==> config.mk <==
export PLATFORM = sky130hd
export DESIGN_NAME = qalu_back
export DESIGN_NICKNAME = d
export VERILOG_FILES = /design/src/rtl/core/qalu_pkg.sv /design/src/rtl/core/qalu_back.sv
export SDC_FILE = /design/constraint.sdc
export NUM_CORES = 1
export LEC_CHECK = 0
export ABC_AREA = 0
export BUFFER_PORTS_ARGS = -buffer_cell sky130_fd_sc_hd__buf_2
export CELL_PAD_IN_SITES_DETAIL_PLACEMENT = 1
export CELL_PAD_IN_SITES_GLOBAL_PLACEMENT = 1
export CORE_MARGIN = 2
export CORE_UTILIZATION = 26
export DETAILED_ROUTE_END_ITERATION = 12
export MAX_ROUTING_LAYER = met4
export PLACE_DENSITY_LB_ADDON = 0.1
export SLEW_MARGIN = 20
export SYNTH_ARGS = -nofsm -noshare
export SYNTH_HDL_FRONTEND = slang
export SYNTH_SLANG_ARGS = --single-unit
==> constraint.sdc <==
create_clock -name clk_i -period 0.8 [get_ports clk_i]
set_input_delay 0.08 -clock clk_i [delete_from_list [all_inputs] [get_ports clk_i]]
set_output_delay 0.08 -clock clk_i [all_outputs]
set_load 0.05 [all_outputs]
==> src/rtl/core/qalu_pkg.sv <==
// package for the q24.8 fixed-point alu: word geometry, action codes,
// item structs and the stage payload types passed between the pipeline modules
// depends on nothing
`default_nettype none

package qalu_pkg;

  // word geometry
  localparam int WORD_WIDTH    = 32;
  localparam int FRACTION_BITS = 8;
  localparam int OUT_WIDTH     = 32;

  // divider: one quotient bit per stage over the shifted dividend
  localparam int NUM_BITS      = WORD_WIDTH + FRACTION_BITS;
  // front stage, divider stages, output stage
  localparam int PIPE_LATENCY  = NUM_BITS + 2;

  typedef logic signed [WORD_WIDTH-1:0]   word_t;
  typedef logic        [WORD_WIDTH-1:0]   uword_t;
  typedef logic signed [2*WORD_WIDTH-1:0] prod_t;
  typedef logic        [NUM_BITS-1:0]     num_t;

  localparam word_t  WORD_ONE    = word_t'(1);
  localparam word_t  TO_INT_BIAS = word_t'((1 << FRACTION_BITS) - 1);
  localparam uword_t UWORD_ZERO  = '0;

  typedef enum logic [3:0] {
    ACT_ADD      = 4'd0,
    ACT_SUB      = 4'd1,
    ACT_MUL      = 4'd2,
    ACT_DIV      = 4'd3,
    ACT_LT       = 4'd4,
    ACT_GT       = 4'd5,
    ACT_EQ       = 4'd6,
    ACT_LE       = 4'd7,
    ACT_GE       = 4'd8,
    ACT_NE       = 4'd9,
    ACT_MIN      = 4'd10,
    ACT_MAX      = 4'd11,
    ACT_INC      = 4'd12,
    ACT_DEC      = 4'd13,
    ACT_FROM_INT = 4'd14,
    ACT_TO_INT   = 4'd15
  } action_e;

  // input item
  typedef struct packed {
    action_e              action;
    logic signed [31:0]   operand_a;
    logic signed [31:0]   operand_b;
  } in_t;

  // result item
  typedef struct packed {
    logic signed [OUT_WIDTH-1:0] result_value;
    logic                        flag;
  } out_t;

  // front stage output
  typedef struct packed {
    action_e action;
    prod_t   product;
    uword_t  num_mag;
    uword_t  den_mag;
    logic    q_neg;
    logic    div_zero;
    word_t   value;
    logic    flag;
  } front_t;

  // result that rides along the divider stages
  typedef struct packed {
    logic  is_div;
    logic  div_zero;
    logic  q_neg;
    word_t value;
    logic  flag;
  } side_t;

  // one divider stage
  typedef struct packed {
    num_t   num;
    uword_t rem;
    uword_t den;
    side_t  side;
  } div_stage_t;

endpackage

`default_nettype wire

==> src/rtl/core/qalu_back.sv <==
// output stage: quotient sign and zero-divisor handling, final select and
// cast to the output width into the result register
// depends on qalu_pkg
`default_nettype none

module qalu_back (
  input  wire logic                  clk_i,
  input  wire logic                  rst_ni,
  input  wire logic                  valid_i,
  input  wire qalu_pkg::div_stage_t  dv_i,
  output logic                       strobe_o,
  output qalu_pkg::out_t             result_o
);

  logic             strobe_q;
  qalu_pkg::out_t   result_d;
  qalu_pkg::out_t   result_q;
  qalu_pkg::uword_t quo;
  qalu_pkg::word_t  value;

  assign quo = dv_i.num[qalu_pkg::WORD_WIDTH-1:0];

  // final select
  always_comb begin
    value         = dv_i.side.value;
    result_d.flag = dv_i.side.flag;
    if (dv_i.side.is_div) begin
      if (dv_i.side.div_zero) begin
        value         = '0;
        result_d.flag = 1'b1;
      end else begin
        value         = dv_i.side.q_neg ? (qalu_pkg::UWORD_ZERO - quo) : quo;
        result_d.flag = 1'b0;
      end
    end
    result_d.result_value = qalu_pkg::OUT_WIDTH'(value);
  end

  // strobe
  always_ff @(posedge clk_i or negedge rst_ni) begin
    if (!rst_ni) begin
      strobe_q <= 1'b0;
    end else begin
      strobe_q <= valid_i;
    end
  end

  // result register
  always_ff @(posedge clk_i) begin
    result_q <= result_d;
  end

  assign strobe_o = strobe_q;
  assign result_o = result_q;

endmodule

`default_nettype wire

==> metrics <==
status=complete, but fails checks; failing checks=negative setup slack; CTS clock-pin slew for the worst setup and hold paths=80 ps; Site Rows=30; Critical Path AT=1730 ps; Layout fillers=792; initial antenna violation count=0; CP startpoint=dv_i[118]; GPL Wtd Cong=0.741; Via Count=2327; Post-DP HPWL=5.27 mm; # clock sinks=34; PwrDens=1350 nW/um^2; fin area=4110 um^2; Hold Vio Cnt, Final=0; Worst-Margin Slew=398 ps; WP data required=970 ps; vias in the first global route=2456; DIE AREA=7860 um^2; Nets=539; CP bufs+invs=1; gr ovfl total=0; CTS max path bufs=2; Hold Path Origin=dv_i[13]; kind of critical path=in -> reg; Synth Cell Area=1860 um^2; setup TNS=-15580 ps; RSZ-0062 raised after global routing=yes; # port buffers=104; Critical Path End Type=flip-flop; Die Y=88.7 um; Leak=1.94 nW; commonest non-fill, non-tap cells in the layout=buf_4, buf_2, buf_8; Vias per Instance=4.73; Worst slew margin=0.734; CTS buffer count=5; crit-path cells=buf_6, or4_4, or4_1, o31ai_2, xor2_1, o22ai_1; Initial Utilization=0.271; Comb pwr share=0.400; TritonCTS clock tree=built; Total GRT Usage=0.202; startpoint types=primary input; max cap viols=0; # setup viols final=63; Worst path slowest cell=or4_4; Sw Share=0.349; Worst VDD drop=661 uV; htree depth=2; hold-critical path depth=2; share of cells above drive strength 1=0.705; Pint=0.00363 W; Clock power frac=0.246; post-route ant nets=0; Ant. Diodes=0; worst hold path class=in -> reg; Final Max Tran Viols=0; I/O pin count=177; Iter 0 DRT Violations=70; cells after synthesis=213; Flop pwr share=0.354; Horiz. Die Dim=88.7 um; maximum operating frequency=640 MHz; Psw=0.00194 W; min Tclk post-route=1560 ps; Synth cell types=36; CP max FO=3; commonest non-fill, non-tap cell in the layout=buf_4; Area growth syn-to-layout=121%; root buffer cell=clkbuf_8; Core Util, Final=0.599; worst setup margin=-763 ps; Syn Nets=357; Wirelength per Cell=16.4 um; Avg Cell Area, Syn=8.75 um^2; largest net degree at the start of global routing=18; Placed Area=3040 um^2; WP depth=6; flops & latches, synth=34; Critical Path Max Stage Delay=550 ps; first-pass GRT wire length=11.8 mm; core region area=6870 um^2; DRT Wirelength=8.07 mm; Final Cycle Share=1.95; sequential fraction of the synthesis area=0.368; First-pass DRT Iterations=4; family with the most delay on the worst path=simple AND/OR/NAND/NOR gates; Ys Warns=0; # DRC=0
-- cells in the mapped netlist --
cell type / instances / area share
inv_1: 34 / 0.069
dfxtp_1: 33 / 0.35
o22ai_1: 28 / 0.094
xor2_1: 24 / 0.11
clkbuf_1: 11 / 0.022
o31ai_1: 8 / 0.032
nand2_1: 7 / 0.014
nor2_1: 7 / 0.014
o21ai_0: 7 / 0.019
o41ai_1: 5 / 0.024
xnor2_1: 5 / 0.024
mux2_2: 4 / 0.024
nor3_1: 4 / 0.011
o41ai_2: 4 / 0.035
nand3_1: 3 / 0.0081
or4_1: 3 / 0.012
or4_4: 3 / 0.018
a31oi_1: 2 / 0.0067
mux2i_1: 2 / 0.011
nor4_1: 2 / 0.0067
or3_1: 2 / 0.0067
a31o_2: 1 / 0.0047
a41oi_1: 1 / 0.0047
buf_1: 1 / 0.0020
buf_6: 1 / 0.0060
dfrtp_1: 1 / 0.013
ha_1: 1 / 0.0067
nand2b_1: 1 / 0.0034
nand4_1: 1 / 0.0034
nor2b_1: 1 / 0.0034
nor4_2: 1 / 0.0067
nor4_4: 1 / 0.011
nor4b_1: 1 / 0.0047
o2111ai_1: 1 / 0.0047
or2_1: 1 / 0.0034
or3_2: 1 / 0.0040
-- kinds of logic after synthesis --
group           count (synthesis)  share of synthesized area
compound gates                 57                      0.224
buf+inv                        47                     0.0987
simple gates                   39                      0.131
flops                          34                      0.368
xor+xnor                       29                      0.136
mux                             6                     0.0349
fa+ha+maj                       1                    0.00671
-- flip-flops by register name, summed over array words and instances, names as in the netlist --
name / flops
result_o: 33
strobe_o: 1
-- path summary, 6_finish.rpt --
| kind | slack, ps | endpoint |
|---|---|---|
| worst max-delay path | -760 | result_o[29] |
| worst min-delay path | 10 | result_o[13] |
| max in group asynchronous | 600 | strobe_o |
| min in group asynchronous | 120 | strobe_o |
-- area by class of cell --
| class | instances | area [um^2] | area share |
|---|---|---|---|
| Clock inverter | 1 | 5.00 | 0.00122 |
| Inverter | 34 | 133 | 0.0322 |
| Sequential cell | 34 | 727 | 0.177 |
| Timing Repair Buffer | 188 | 1620 | 0.393 |
| Multi-Input combinational cell | 132 | 1420 | 0.346 |
| Tap cell | 96 | 120 | 0.0292 |
| Clock buffer | 7 | 86.3 | 0.0210 |
-- power groups by stage --
| stage | Combinational (W) | Sequential [W] | Clock [W] |
|---|---|---|---|
| final | 0.00223 | 0.00197 | 0.00137 |
| after global routing | 0.00235 | 0.00198 | 0.00147 |
| after CTS | 0.00202 | 0.00195 | 0.00141 |
| after detailed placement | 0.00166 | 0.00191 | 0 |
| after global placement | 0.00165 | 0.00191 | 0 |
| after floorplan | 0.000459 | 0.00244 | 0 |
-- repair_timing --
item                       CTS  global route
setup buffers               12            11
hold endpoints to repair     2             0
setup endpoints to repair   62            63
pin swaps                   31            37
hold buffers                 2             0
gates resized for setup    157            54
-- routing by layer --
metal | track usage | part of all wire
met5 | - | 0
met4 | 0.0496 | 0.0099
met3 | 0.0373 | 0.035
met2 | 0.358 | 0.56
met1 | 0.233 | 0.40
-- through the flow --
step / setup slack, ps / std cells / hold slack, ps / total power, W
global route: -788 / 492 / 2.19 / 0.00580
finish: -763 / 492 / 13.9 / 0.00557
detailed placement: -1130 / 462 / -144 / 0.00358
floorplan: -950 / 213 / -216 / 0.00290
CTS: -698 / 484 / 8.73 / 0.00539
global placement: -1090 / 462 / -145 / 0.00356
Note: power is estimated with default switching activity, not from simulation.
